<file path="src/rtl/ppe_pkg.sv">
// ----------------------------------------------------------------------------
// ppe_pkg
// Shared types, codes and colour tables for the 2bpp palette pixel expander.
// ----------------------------------------------------------------------------
package ppe_pkg;

  // Widths of the item fields.
  localparam int unsigned FuncW  = 3;
  localparam int unsigned ByteW  = 8;
  localparam int unsigned IdxW   = 4;
  localparam int unsigned RgbW   = 24;
  localparam int unsigned Lanes  = 4;

  // Packed stream widths, padded to whole bytes.
  localparam int unsigned InDataW  = 24;
  localparam int unsigned OutDataW = 112;

  // Function codes carried in the input tuser.
  typedef enum logic [FuncW-1:0] {
    FUNC_RENDER     = 3'd0,
    FUNC_PAL_WRITE  = 3'd1,
    FUNC_PAL_READ   = 3'd2,
    FUNC_HOST_BEGIN = 3'd3,
    FUNC_SET_DARK   = 3'd4,
    FUNC_DISP_RESET = 3'd5
  } func_t;

  // Display modes. Code 3 is never produced and is treated as normal.
  typedef enum logic [1:0] {
    MODE_PALE   = 2'd0,
    MODE_DARK   = 2'd1,
    MODE_NORMAL = 2'd2
  } mode_t;

  typedef logic [RgbW-1:0] rgb_t;
  typedef rgb_t [Lanes-1:0] colour_tbl_t;

  // Per-item status from the control block to the output stage.
  typedef struct packed {
    logic [ByteW-1:0] read_data;
    logic             host_started;
    logic             pale_blue;
  } ppe_status_t;

  // Fixed colours.
  localparam rgb_t ColCyan      = 24'h00FFFF;
  localparam rgb_t ColDark0     = 24'h0000FF;
  localparam rgb_t ColDark1     = 24'h49658F;
  localparam rgb_t ColDark2     = 24'h7891B5;
  localparam rgb_t ColNormal0   = 24'hD8D8D8;
  localparam rgb_t ColNormal1   = 24'hD00000;
  localparam rgb_t ColNormal2   = 24'h00A000;
  localparam rgb_t ColNormal3   = 24'h000000;

  // Scale a 3-bit channel to 8 bits: c * 255 / 7, truncated.
  function automatic logic [7:0] expand3(input logic [2:0] c);
    logic [7:0] v;
    case (c)
      3'd0:    v = 8'd0;
      3'd1:    v = 8'd36;
      3'd2:    v = 8'd72;
      3'd3:    v = 8'd109;
      3'd4:    v = 8'd145;
      3'd5:    v = 8'd182;
      3'd6:    v = 8'd218;
      default: v = 8'd255;
    endcase
    return v;
  endfunction

  // Scale a 2-bit channel to 8 bits: c * 255 / 3.
  function automatic logic [7:0] expand2(input logic [1:0] c);
    logic [7:0] v;
    case (c)
      2'd0:    v = 8'd0;
      2'd1:    v = 8'd85;
      2'd2:    v = 8'd170;
      default: v = 8'd255;
    endcase
    return v;
  endfunction

  // Palette entries hold inverted RGB332; return the RGB888 colour.
  function automatic rgb_t expand_entry(input logic [ByteW-1:0] value);
    logic [ByteW-1:0] v;
    v = ~value;
    return {expand3(v[7:5]), expand3(v[4:2]), expand2(v[1:0])};
  endfunction

endpackage

</file>
<file path="src/rtl/palette_pixel_expander_2bpp_unit.sv">
// ----------------------------------------------------------------------------
// palette_pixel_expander_2bpp_unit
// Expands 2bpp video bytes into four RGB888 pixels through a palette.
// ----------------------------------------------------------------------------
// Usage:
//   The input stream carries one command item per transfer; in_tuser selects
//   the function (render, palette write, palette read, begin host mode, set
//   dark blue, display reset) and in_tdata carries the byte, palette index
//   and write value. Every accepted item gives exactly one result item on the
//   output stream with four pixels, read data and two flags.
//   Four pixel lanes look up the colours of one byte in parallel and the
//   output stage merges them into the result.
//   A result is registered: it is written into the output buffer at the clock
//   edge that accepts its item. Throughput is one item per cycle while
//   in_tready is high, as the palette and mode registers update on every item.
//   The output side has a two-entry buffer, so in_tready stays high while one
//   result waits; it is low while both entries are full, which only a stall
//   of the receiver brings about, and rises the cycle after the receiver
//   takes a result.
//   Reset clears both buffer entries, zeroes the palette, leaves host mode
//   and puts the display in pale-blue mode.
// ----------------------------------------------------------------------------
module palette_pixel_expander_2bpp_unit #(
  parameter int unsigned PALETTE_DEPTH = 16
) (
  input  logic                             clk,
  input  logic                             rst_n,
  input  logic                             in_tvalid,
  output logic                             in_tready,
  // [7:0] pixel_byte, [11:8] palette_index, [19:12] write_value, rest zero
  input  logic [ppe_pkg::InDataW-1:0]      in_tdata,
  // [2:0] func
  input  logic [ppe_pkg::FuncW-1:0]        in_tuser,
  output logic                             out_tvalid,
  input  logic                             out_tready,
  // [23:0] pixel_first, [47:24] pixel_second, [71:48] pixel_third,
  // [95:72] pixel_fourth, [103:96] read_data, [104] host_mode_started,
  // [105] is_pale_blue, rest zero
  output logic [ppe_pkg::OutDataW-1:0]     out_tdata
);

  logic                 item_fire;
  logic                 render_en;
  ppe_pkg::colour_tbl_t colours;
  ppe_pkg::colour_tbl_t pixels;
  ppe_pkg::ppe_status_t status;

  assign item_fire = in_tvalid && in_tready;

  // Palette, mode state and colour table.
  ppe_ctrl #(
    .PALETTE_DEPTH (PALETTE_DEPTH)
  ) u_ctrl (
    .clk           (clk),
    .rst_n         (rst_n),
    .item_fire     (item_fire),
    .func          (in_tuser),
    .palette_index (in_tdata[11:8]),
    .write_value   (in_tdata[19:12]),
    .colours       (colours),
    .render_en     (render_en),
    .status        (status)
  );

  // One lane per pixel; lane 0 is the first pixel, from bits 7:6.
  for (genvar g = 0; g < ppe_pkg::Lanes; g++) begin : g_lane
    ppe_lane u_lane (
      .colours   (colours),
      .render_en (render_en),
      .sel       (in_tdata[7 - 2*g -: 2]),
      .pixel     (pixels[g])
    );
  end

  // Merge and output buffer.
  ppe_out_buf u_out (
    .clk        (clk),
    .rst_n      (rst_n),
    .push       (item_fire),
    .push_ready (in_tready),
    .pixels     (pixels),
    .status     (status),
    .out_tvalid (out_tvalid),
    .out_tready (out_tready),
    .out_tdata  (out_tdata)
  );

endmodule

</file>
<file path="src/rtl/ppe_ctrl.sv">
// ----------------------------------------------------------------------------
// ppe_ctrl
// Palette registers, mode state and the four-colour table for the lanes.
// ----------------------------------------------------------------------------
module ppe_ctrl #(
  parameter int unsigned PALETTE_DEPTH = 16
) (
  input  logic                       clk,
  input  logic                       rst_n,
  input  logic                       item_fire,
  input  logic [ppe_pkg::FuncW-1:0]  func,
  input  logic [ppe_pkg::IdxW-1:0]   palette_index,
  input  logic [ppe_pkg::ByteW-1:0]  write_value,
  output ppe_pkg::colour_tbl_t       colours,
  output logic                       render_en,
  output ppe_pkg::ppe_status_t       status
);

  localparam int unsigned AddrW = $clog2(PALETTE_DEPTH);

  logic [ppe_pkg::ByteW-1:0] palette_r   [PALETTE_DEPTH];
  logic [ppe_pkg::ByteW-1:0] palette_nxt [PALETTE_DEPTH];
  ppe_pkg::mode_t            mode_r, mode_nxt;
  logic                      host_r, host_nxt;
  logic                      prog_r, prog_nxt;
  logic                      idx_ok;
  logic [AddrW-1:0]          addr;

  assign idx_ok = {1'b0, palette_index} < (ppe_pkg::IdxW + 1)'(PALETTE_DEPTH);
  assign addr   = palette_index[AddrW-1:0];

  // Next state for the accepted item.
  always_comb begin
    palette_nxt = palette_r;
    mode_nxt    = mode_r;
    host_nxt    = host_r;
    prog_nxt    = prog_r;
    if (item_fire) begin
      case (func)
        ppe_pkg::FUNC_PAL_WRITE: begin
          if (idx_ok) begin
            palette_nxt[addr] = write_value;
          end
          if (host_r) begin
            prog_nxt = 1'b1;
            mode_nxt = ppe_pkg::MODE_NORMAL;
          end
        end
        ppe_pkg::FUNC_HOST_BEGIN: begin
          if (!host_r) begin
            host_nxt = 1'b1;
            prog_nxt = 1'b0;
            mode_nxt = ppe_pkg::MODE_NORMAL;
          end
        end
        ppe_pkg::FUNC_SET_DARK: begin
          mode_nxt = ppe_pkg::MODE_DARK;
        end
        ppe_pkg::FUNC_DISP_RESET: begin
          for (int i = 0; i < PALETTE_DEPTH; i++) begin
            palette_nxt[i] = '0;
          end
          mode_nxt = ppe_pkg::MODE_PALE;
          host_nxt = 1'b0;
          prog_nxt = 1'b0;
        end
        default: begin
        end
      endcase
    end
  end

  // State registers.
  always_ff @(posedge clk) begin
    if (!rst_n) begin
      for (int i = 0; i < PALETTE_DEPTH; i++) begin
        palette_r[i] <= '0;
      end
      mode_r <= ppe_pkg::MODE_PALE;
      host_r <= 1'b0;
      prog_r <= 1'b0;
    end else begin
      palette_r <= palette_nxt;
      mode_r    <= mode_nxt;
      host_r    <= host_nxt;
      prog_r    <= prog_nxt;
    end
  end

  // Colour table seen by a render item, taken from the state before it.
  always_comb begin
    case (mode_r)
      ppe_pkg::MODE_PALE: begin
        colours = {ppe_pkg::ColCyan, ppe_pkg::ColCyan, ppe_pkg::ColCyan, ppe_pkg::ColCyan};
      end
      ppe_pkg::MODE_DARK: begin
        colours = {ppe_pkg::ColCyan, ppe_pkg::ColDark2, ppe_pkg::ColDark1, ppe_pkg::ColDark0};
      end
      default: begin
        if (prog_r) begin
          colours = {ppe_pkg::expand_entry(palette_r[AddrW'(3)]),
                     ppe_pkg::expand_entry(palette_r[AddrW'(2)]),
                     ppe_pkg::expand_entry(palette_r[AddrW'(1)]),
                     ppe_pkg::expand_entry(palette_r[AddrW'(0)])};
        end else begin
          colours = {ppe_pkg::ColNormal3, ppe_pkg::ColNormal2,
                     ppe_pkg::ColNormal1, ppe_pkg::ColNormal0};
        end
      end
    endcase
  end

  assign render_en = (func == ppe_pkg::FUNC_RENDER);

  // Status fields of the result.
  always_comb begin
    status.read_data    = '0;
    if ((func == ppe_pkg::FUNC_PAL_READ) && idx_ok) begin
      status.read_data = palette_r[addr];
    end
    status.host_started = (func == ppe_pkg::FUNC_HOST_BEGIN) && !host_r;
    status.pale_blue    = (mode_nxt == ppe_pkg::MODE_PALE);
  end

endmodule

</file>
<file path="src/rtl/ppe_lane.sv">
// ----------------------------------------------------------------------------
// ppe_lane
// One pixel lane: picks the colour for a 2-bit index from the colour table.
// ----------------------------------------------------------------------------
module ppe_lane (
  input  ppe_pkg::colour_tbl_t colours,
  input  logic                 render_en,
  input  logic [1:0]           sel,
  output ppe_pkg::rgb_t        pixel
);

  // Non-render items give a black (zero) pixel.
  assign pixel = render_en ? colours[sel] : '0;

endmodule

</file>
<file path="src/rtl/ppe_out_buf.sv">
// ----------------------------------------------------------------------------
// ppe_out_buf
// Merges the lane pixels and status into one result item and holds it in a
// two-entry output buffer (main register plus skid register).
// ----------------------------------------------------------------------------
module ppe_out_buf (
  input  logic                            clk,
  input  logic                            rst_n,
  input  logic                            push,
  output logic                            push_ready,
  input  ppe_pkg::colour_tbl_t            pixels,
  input  ppe_pkg::ppe_status_t            status,
  output logic                            out_tvalid,
  input  logic                            out_tready,
  output logic [ppe_pkg::OutDataW-1:0]    out_tdata
);

  localparam int unsigned UsedW = ppe_pkg::Lanes * ppe_pkg::RgbW + ppe_pkg::ByteW + 2;

  logic [ppe_pkg::OutDataW-1:0] word;
  logic [ppe_pkg::OutDataW-1:0] main_r, main_nxt;
  logic [ppe_pkg::OutDataW-1:0] skid_r, skid_nxt;
  logic                         main_v_r, main_v_nxt;
  logic                         skid_v_r, skid_v_nxt;
  logic                         pop;

  // Pack the result: pixels first to fourth, read data, host flag, pale flag.
  assign word = {(ppe_pkg::OutDataW - UsedW)'(0), status.pale_blue, status.host_started,
                 status.read_data, pixels[3], pixels[2], pixels[1], pixels[0]};

  assign pop        = main_v_r && out_tready;
  assign push_ready = !skid_v_r;

  // Buffer control.
  always_comb begin
    main_nxt   = main_r;
    skid_nxt   = skid_r;
    main_v_nxt = main_v_r;
    skid_v_nxt = skid_v_r;
    if (pop) begin
      if (skid_v_r) begin
        main_nxt   = skid_r;
        skid_v_nxt = 1'b0;
      end else if (push) begin
        main_nxt = word;
      end else begin
        main_v_nxt = 1'b0;
      end
    end else if (push) begin
      if (!main_v_r) begin
        main_nxt   = word;
        main_v_nxt = 1'b1;
      end else begin
        skid_nxt   = word;
        skid_v_nxt = 1'b1;
      end
    end
  end

  // Valid flags.
  always_ff @(posedge clk) begin
    if (!rst_n) begin
      main_v_r <= 1'b0;
      skid_v_r <= 1'b0;
    end else begin
      main_v_r <= main_v_nxt;
      skid_v_r <= skid_v_nxt;
    end
  end

  // Payload registers.
  always_ff @(posedge clk) begin
    main_r <= main_nxt;
    skid_r <= skid_nxt;
  end

  assign out_tvalid = main_v_r;
  assign out_tdata  = main_r;

endmodule

</file>
<file path="config.mk">
export PLATFORM = sky130hd
export DESIGN_NAME = palette_pixel_expander_2bpp_unit
export DESIGN_NICKNAME = d
export VERILOG_FILES = /design/src/rtl/ppe_pkg.sv /design/src/rtl/palette_pixel_expander_2bpp_unit.sv /design/src/rtl/ppe_ctrl.sv /design/src/rtl/ppe_lane.sv /design/src/rtl/ppe_out_buf.sv
export SDC_FILE = /design/constraint.sdc
export NUM_CORES = 1
export LEC_CHECK = 0
export BUFFER_PORTS_ARGS = -buffer_cell sky130_fd_sc_hd__buf_2
export CAP_MARGIN = 20
export CORE_ASPECT_RATIO = 1.75
export CORE_MARGIN = 2
export CORE_UTILIZATION = 55
export CTS_CLUSTER_DIAMETER = 60
export DETAILED_ROUTE_END_ITERATION = 10
export PLACE_DENSITY = 0.77
export SKIP_LAST_GASP = 1
export SYNTH_ARGS = -nofsm -noshare
export SYNTH_HDL_FRONTEND = slang
export SYNTH_SLANG_ARGS = --single-unit
</file>
<file path="constraint.sdc">
create_clock -name clk -period 8.6 [get_ports clk]
set_clock_uncertainty 0.05 [all_clocks]
set_input_delay 0.86 -clock clk [delete_from_list [all_inputs] [get_ports clk]]
set_output_delay 0.86 -clock clk [all_outputs]
set_load 0.005 [all_outputs]
</file>
==> out/metrics.csv, run 1 <==
stage,metric,value,unit
status,status,completed,
clock_network,setup repair bufs after CTS,0,
clock_network,PostCTS Resize Cnt,0,
final_layout,area of the multi-input gates,7890,um^2
synth,"Top FF cell, synth",edfxtp_1,
worst_hold_path,Worst Hold Endpoint,u_out.out_tdata[20],
global_route,initial antenna violation count,0,
timing,final worst path period share,0.394,
synth,post-synthesis mux area share,0.103,
setup_path,R2R cell count,6,
drt,DRT iter0 DRCs,1314,
floorplan,std cell rows,87,
final_layout,n_diodes,0,
synth,Yosys top cell area share,0.345,
synth,number of synthesized flops with an enable pin,204,
floorplan,die area,33800,um^2
clock_network,CTS max path bufs,3,
floorplan,Die Y,242,um
synth,YS warnings,0,
worst_hold_path,hold path depth,2,
clock_network,CTS H-Tree Depth,1,
setup_path,CP Class,reg -> reg,
timing,RSZ-0062 raised after global routing,false,
global_route,first-pass GRT wire length,72900,um
setup_path,cell-by-cell trace of the critical path,"buf_4, nand2_4, a211oi_1, a2111oi_0, a211oi_1, mux2_2",
synth,adder-cell area share of the yosys netlist,0,
clock_network,"Clk Latency, worst-skew pair",0.57,ns
setup_path,r2r startpoint,u_ctrl.mode_r[1],
run,max cap viols,0,
clock_network,Worst-path clk slew,0.07,ns
drt,routed vias,13500,
final_layout,most frequent cells in the layout,"edfxtp_1 (204), o21ai_0 (191), nand3_1 (153)",
setup_path,CP max-delay cell,a211oi_1,
power,Internal,2.67,mW
worst_hold_path,hold crit path type,reg -> reg,
setup_path,Startpoint Class,flip-flop,
setup_path,Crit path top cell by count,a211oi_1,
clock_network,cts hold-fix bufs,0,
placed_design,detailed placer's ending HPWL,31700,um
power,Flop pwr share,0.515,
drt,First-pass DRT Iterations,5,
synth,Synth Area in Compound Gates,0.156,
timing,Setup-failing EPs final,0,
power,Pleak,6.92,nW
setup_path,reg2reg setup slack,5.21,ns
synth,largest cells by area after synthesis,"edfxtp_1 (35%), dfxtp_1 (15%), o21ai_0 (5.4%), and2_1 (4.9%), nand3_1 (4.3%)",
setup_path,crit-path max FO,82,
power,Design Power,3.48,mW
power,Clock power frac,0.400,
final_layout,ratio of cells with drive above 1 in the final layout,0.183,
setup_path,CP endpoint kind,flip-flop,
final_layout,# fillers,2695,
power,worst vdd ir,0.196,mV
final_layout,Total Nets Final,1777,
synth,"area leader, netlist",edfxtp_1,
synth,Async SR Flop Fraction,0,
timing,Slew HR,0.274,
clock_network,CTS sink cnt,338,
setup_path,"Req. time, crit path",8.97,ns
synth,Netlist cell types,81,
synth,Synth Area in XOR/XNOR,0.000493,
global_route,total global-route track usage,0.272,
timing,maximum clock frequency,295,MHz
floorplan,Initial Util,0.555,
final_layout,"commonest non-fill, non-tap cell in the layout",edfxtp_1,
drt,Via density,6.24,
global_route,GRT Residual Overflow,0,
setup_path,CP top delay family,compound AO/OA/AOI/OAI gates,
timing,Fin. Hold Viols,0,
power,P_sw,0.807,mW
synth,Cells after Synth,1735,
synth,synthesized flop and latch total,338,
power,Power Density,182,nW/um^2
setup_path,Critical Path AT,3.76,ns
setup_path,reg-to-reg endpoint,u_out.out_tdata[9],
final_layout,Area Growth Syn to Fin,7.55,%
drt,final wirelength,46900,um
floorplan,io pins,145,
drt,WL per Instance,21.6,um
floorplan,die width,140,um
synth,simple-gate share of the synthesized area,0.182,
synth,average size of a mapped cell,10.2,um^2
clock_network,CTS Root Cell,clkbuf_16,
worst_hold_path,hold path start,u_out.skid_r[20],
drt,post-route ant nets,0,
timing,setup TNS,0,ns
drt,Remaining DRCs,0,
power,Switching Share,0.232,
final_layout,Sequential Area,8810,um^2
clock_network,CTS tree,yes,
timing,Worst-Margin Slew,1.09,ns
synth,largest family of logic cells by synthesized area,simple AND/OR/NAND/NOR gates,
global_route,largest net degree at the start of global routing,135,
timing,Final min period,3.39,ns
placed_design,PortBufs,134,
setup_path,WP buf/inv,1,
setup_path,Worst path max stage delay,0.92,ns
global_route,number of global-route vias before repair,13100,
placed_design,gpl congestion,0.961,
floorplan,Core ar.,32000,um^2
synth,"Seq/Total Area, Yosys",0.496,
power,Comb pwr share,0.086,
synth,synthesized cell area,17800,um^2
timing,Pins Over Slew Limit,0,
clock_network,cts bufs inserted,28,
[flip-flops by register name, summed over array words and instances, names as in the netlist]
register,count
u_out.out_tvalid,1
u_out.skid_r,102
u_out.out_tdata,102
u_out.skid_v_r,1
u_ctrl.palette_r,128
u_ctrl.host_r,1
u_ctrl.prog_r,1
u_ctrl.mode_r,2
[worst max-delay path by stage]
stage | startpoint | endpoint | slack [ns] | cells past startpoint
after floorplan | in_tvalid | u_out.out_tdata[100] | 1.97 | 2
after global placement | in_tuser[1] | u_out.out_tdata[40] | 4.85 | 4
after detailed placement | in_tuser[1] | u_out.out_tdata[91] | 4.81 | 4
after CTS | in_tuser[1] | u_out.out_tdata[91] | 5.37 | 4
after global routing | u_ctrl.mode_r[1] | u_out.out_tdata[9] | 5.11 | 6
final | u_ctrl.mode_r[1] | u_out.out_tdata[9] | 5.21 | 6
[cell families after synthesis]
| logic type | count (synthesis) |
|---|---|
| and+or+nand+nor | 631 |
| other | 1 |
| DFF | 338 |
| xor gates and xnor gates | 1 |
| muxes | 129 |
| AOI/OAI and AO/OA | 443 |
| buffers and inverters | 192 |
[per-stage QoR]
step | hold WS (ns) | utilization | setup slack [ns] | instances | instance area, um^2
2_1_floorplan | 0.429 | - | 1.97 | 1740 | 17800
3_3_place_gp | 0.453 | 0.564 | 4.85 | 2115 | 18100
3_5_place_dp | 0.453 | 0.564 | 4.81 | 2115 | 18100
4_1_cts | 0.463 | 0.596 | 5.37 | 2167 | 19100
5_1_grt | 0.491 | 0.597 | 5.11 | 2168 | 19100
6_report | 0.463 | 0.597 | 5.21 | 2168 | 19100
[cell usage after synthesis (3+ instances only)]
cell type	count
edfxtp_1	204
o21ai_0	191
nand3_1	154
and2_1	140
nand2_1	136
dfxtp_1	134
nor2_1	101
a21oi_1	78
clkbuf_1	65
buf_2	64
mux2_2	58
o31ai_1	42
mux2i_1	35
mux4_2	31
a211oi_1	29
nor3_1	26
buf_4	21
a22oi_1	14
inv_1	14
nand2b_1	14
nor2b_1	14
buf_6	11
o211ai_1	8
o21a_1	8
o22ai_1	8
a221oi_1	7
clkbuf_8	6
nor3b_1	6
a211o_1	5
a211oi_2	5
a21boi_0	5
a22o_1	5
and3_1	5
buf_1	5
mux4_1	5
o2bb2ai_1	5
a2111oi_0	4
a21o_1	4
and2_4	4
nor4_1	4
o21ai_1	4
a21bo_2	3
a311o_1	3
a31oi_1	3
and3b_1	3
[worst register-to-register path: cells and delay by family, from the launching register on]
| kind | cells | cell delay, ns |
|---|---|---|
| flops | 1 | 0.32 |
| buf+inv | 1 | 0.63 |
| mux | 1 | 0.34 |
| compound gates | 3 | 1.55 |
| simple gates | 1 | 0.35 |
[layer usage]
metal  track usage  routed length (um)
met1         0.307               16500
met2         0.475               24100
met3        0.0297                2630
met4         0.193                3670
met5             0                   0
[power groups by stage]
stage                     logic, mW  clock network, mW  registers (mW)
after CTS                     0.295               1.41            1.79
final                         0.298               1.39            1.79
after floorplan               0.191                  0            1.84
after global placement        0.289                  0            1.83
after global routing          0.322               1.46            1.80
after detailed placement      0.293                  0            1.83
[layout make-up]
cell class              count  share of cell area
flip-flops and latches    338               0.461
multi-input cells        1210               0.413
repair buffers            152              0.0433
clock buffers              32              0.0391
well taps                 400              0.0262
clock inverters            20              0.0134
inverters                  16             0.00315
(Power assumes the default switching activity.)
==> run 2: changes to the inputs <==
Settings changed: CORE_UTILIZATION 55 to 61, PLACE_DENSITY 0.77 to 0.81.
Clock period 8.6 ns to 3.5 ns, I/O delays scaled along.
==> run 2 against run 1 <==
Compared with the run above:
- core utilization up 7.6 points
- clock power up 130%
- worst setup slack worse by 4.5 ns
- critical path depth unchanged
- highest routed layer unchanged
- global-route usage up 4.3 points
- worst hold slack worse by 0.34 ns
- die area down 9.6%
- first-iteration DRC count down 14%
- wire length up 3.2%
==> out/metrics.csv, run 2 (same netlist as run 1, synthesis figures left out) <==
stage,metric,value,unit,change
floorplan,Initial Util,0.620,,was 0.555
drt,metal3 WL,2930,um,was 2630 um
placed_design,pre-CTS WS,0.639,ns,was 4.81 ns
drt,DRT iter0 DRCs,1136,,"was 1,314"
setup_path,CP Class,reg -> reg,,unchanged
placed_design,PortBufs,134,,unchanged
placed_design,detailed placer's ending HPWL,33400,um,"was 31,700 um"
drt,highest routed metal layer,met4,,unchanged
drt,routed vias,13900,,"was 13,500"
floorplan,io pins,145,,unchanged
clock_network,CTS max path bufs,3,,unchanged
clock_network,cts bufs inserted,29,,was 28
final_layout,Reg with most FFs,u_ctrl.palette_r,,unchanged
final_layout,ratio of cells with drive above 1 in the final layout,0.195,,was 0.183
timing,Setup-failing EPs final,0,,unchanged
clock_network,CTS tree,yes,,unchanged
timing,Final min period,2.76,ns,was 3.39 ns
worst_hold_path,hold crit path type,in -> reg,,was reg -> reg
floorplan,die width,133,um,was 140 um
power,Power Density,437,nW/um^2,was 182 nW/um^2
timing,final worst path period share,0.790,,was 0.394
final_layout,most frequent cells in the layout,"edfxtp_1 (204), o21ai_0 (191), nand3_1 (153)",,unchanged
clock_network,CTS sink cnt,338,,unchanged
status,status,completed,,unchanged
global_route,largest net degree at the start of global routing,100,,was 135
clock_network,"Clk Latency, worst-skew pair",0.56,ns,was 0.57 ns
power,Flop pwr share,0.523,,was 0.515
floorplan,Core ar.,28600,um^2,"was 32,000 um^2"
clock_network,CTS H-Tree Depth,1,,unchanged
power,worst vdd ir,0.381,mV,was 0.196 mV
final_layout,Largest register FFs,128,,unchanged
power,Switching Share,0.236,,was 0.232
timing,Pins Over Slew Limit,0,,unchanged
power,P_sw,1.99,mW,was 0.807 mW
drt,Post-Route M1 WL,16700,um,"was 16,500 um"
setup_path,Startpoint Class,flip-flop,,unchanged
placed_design,gpl congestion,0.995,,was 0.961
power,Design Power,8.43,mW,was 3.48 mW
power,Pleak,7.04,nW,was 6.92 nW
drt,post-route ant nets,0,,unchanged
clock_network,cts hold-fix bufs,0,,unchanged
drt,final wirelength,48400,um,"was 46,900 um"
timing,RSZ-0062 raised after global routing,false,,unchanged
floorplan,die area,30500,um^2,"was 33,800 um^2"
power,Clock power frac,0.387,,was 0.400
run,max cap viols,0,,unchanged
drt,First-pass DRT Iterations,5,,unchanged
floorplan,std cell rows,82,,was 87
final_layout,Layout Utilization,0.673,,was 0.597
final_layout,Total Nets Final,1805,,"was 1,777"
timing,maximum clock frequency,362,MHz,was 295 MHz
floorplan,Die Y,230,um,was 242 um
timing,Slew HR,0.407,,was 0.274
setup_path,CP endpoint kind,flip-flop,,unchanged
drt,met2 WL,25200,um,"was 24,100 um"
clock_network,Worst-path clk slew,0.07,ns,about the same
timing,"Worst Setup Slack, final",0.736,ns,was 5.21 ns
clock_network,CTS Root Cell,clkbuf_16,,unchanged
clock_network,setup repair bufs after CTS,0,,unchanged
clock_network,PostCTS Resize Cnt,0,,unchanged
power,Comb pwr share,0.089,,was 0.086
drt,Remaining DRCs,0,,unchanged
drt,Via density,6.38,,was 6.24
global_route,initial antenna violation count,3,,was 0
final_layout,"commonest non-fill, non-tap cell in the layout",edfxtp_1,,unchanged
drt,WL per Instance,22.2,um,was 21.6 um
global_route,total global-route track usage,0.314,,was 0.272
global_route,GRT Residual Overflow,0,,unchanged
global_route,first-pass GRT wire length,74800,um,"was 72,900 um"
timing,Worst-Margin Slew,0.884,ns,was 1.09 ns
setup_path,crit-path max FO,21,,was 82
final_layout,Area Growth Syn to Fin,8.53,%,was 7.55%
timing,Fin. Hold Viols,0,,unchanged
global_route,number of global-route vias before repair,13500,,"was 13,100"
setup_path,Critical Path AT,3.02,ns,was 3.76 ns
setup_path,"Req. time, crit path",3.76,ns,was 8.97 ns
power,Internal,6.44,mW,was 2.67 mW
run 2: changes by cell type in the layout (fill, tap and decap cells not counted), moves of 2 or more:
cell and change:
diode_2 +3, clkinv_1 -2, clkbuf_8 +3, clkinv_2 -2
buf_4 +24, buf_12 +4, bufinv_16 -3, clkbuf_1 +2
inv_1 +3
run 2: critical path, stage by stage (launching register included):
cell and delay (ns):
dfxtp_1 0.59, buf_4 0.32, nor2b_1 0.67, a22oi_1 0.15, nor2_1 0.28, a211oi_2 0.12
mux2_2 0.32
run 2: worst paths after layout:
path,from,to,slack [ns],cells after the start
max,u_ctrl.prog_r,u_out.out_tdata[27],0.74,6
min,in_tvalid,u_out.skid_v_r,0.12,3
min reg2reg,u_out.skid_r[11],u_out.out_tdata[11],0.47,2
max reg2reg,u_ctrl.prog_r,u_out.out_tdata[27],0.74,6
run 2: per-stage QoR:
step	cell area, um^2	std cells	TNS, ns	hold WS (ns)
finish	19300	2177	0	0.122
global route	19300	2176	0	0.137
CTS	19300	2174	0	0.113
detailed placement	18300	2121	0	0.451
global placement	18300	2121	0	0.448
floorplan	17800	1740	-52.38	0.429
run 2: area by class of cell:
type,count,area (um^2)
diodes,3,7.51
inverters,16,60.1
flip-flops and latches,338,8810
well taps,378,473
multi-input cells,1210,7900
fillers,2201,9360
clock inverters,16,159
repair buffers,179,1060
clock buffers,37,796
run 2: power groups by stage:
stage          registers (mW)  logic, mW  clock network (mW)
3_5_place_dp             4.50      0.741                   0
4_1_cts                  4.41      0.746                3.30
2_1_floorplan            4.51      0.472                   0
3_3_place_gp             4.49      0.728                   0
5_1_grt                  4.42      0.810                3.43
6_report                 4.41      0.754                3.26
run 2: metal layers:
metal | global-route usage | up-vias
met2 | 0.557 | 661
met4 | 0.222 | 0
met5 | 0 | -
met3 | 0.0364 | 188
li1 | - | 6407
met1 | 0.349 | 6629
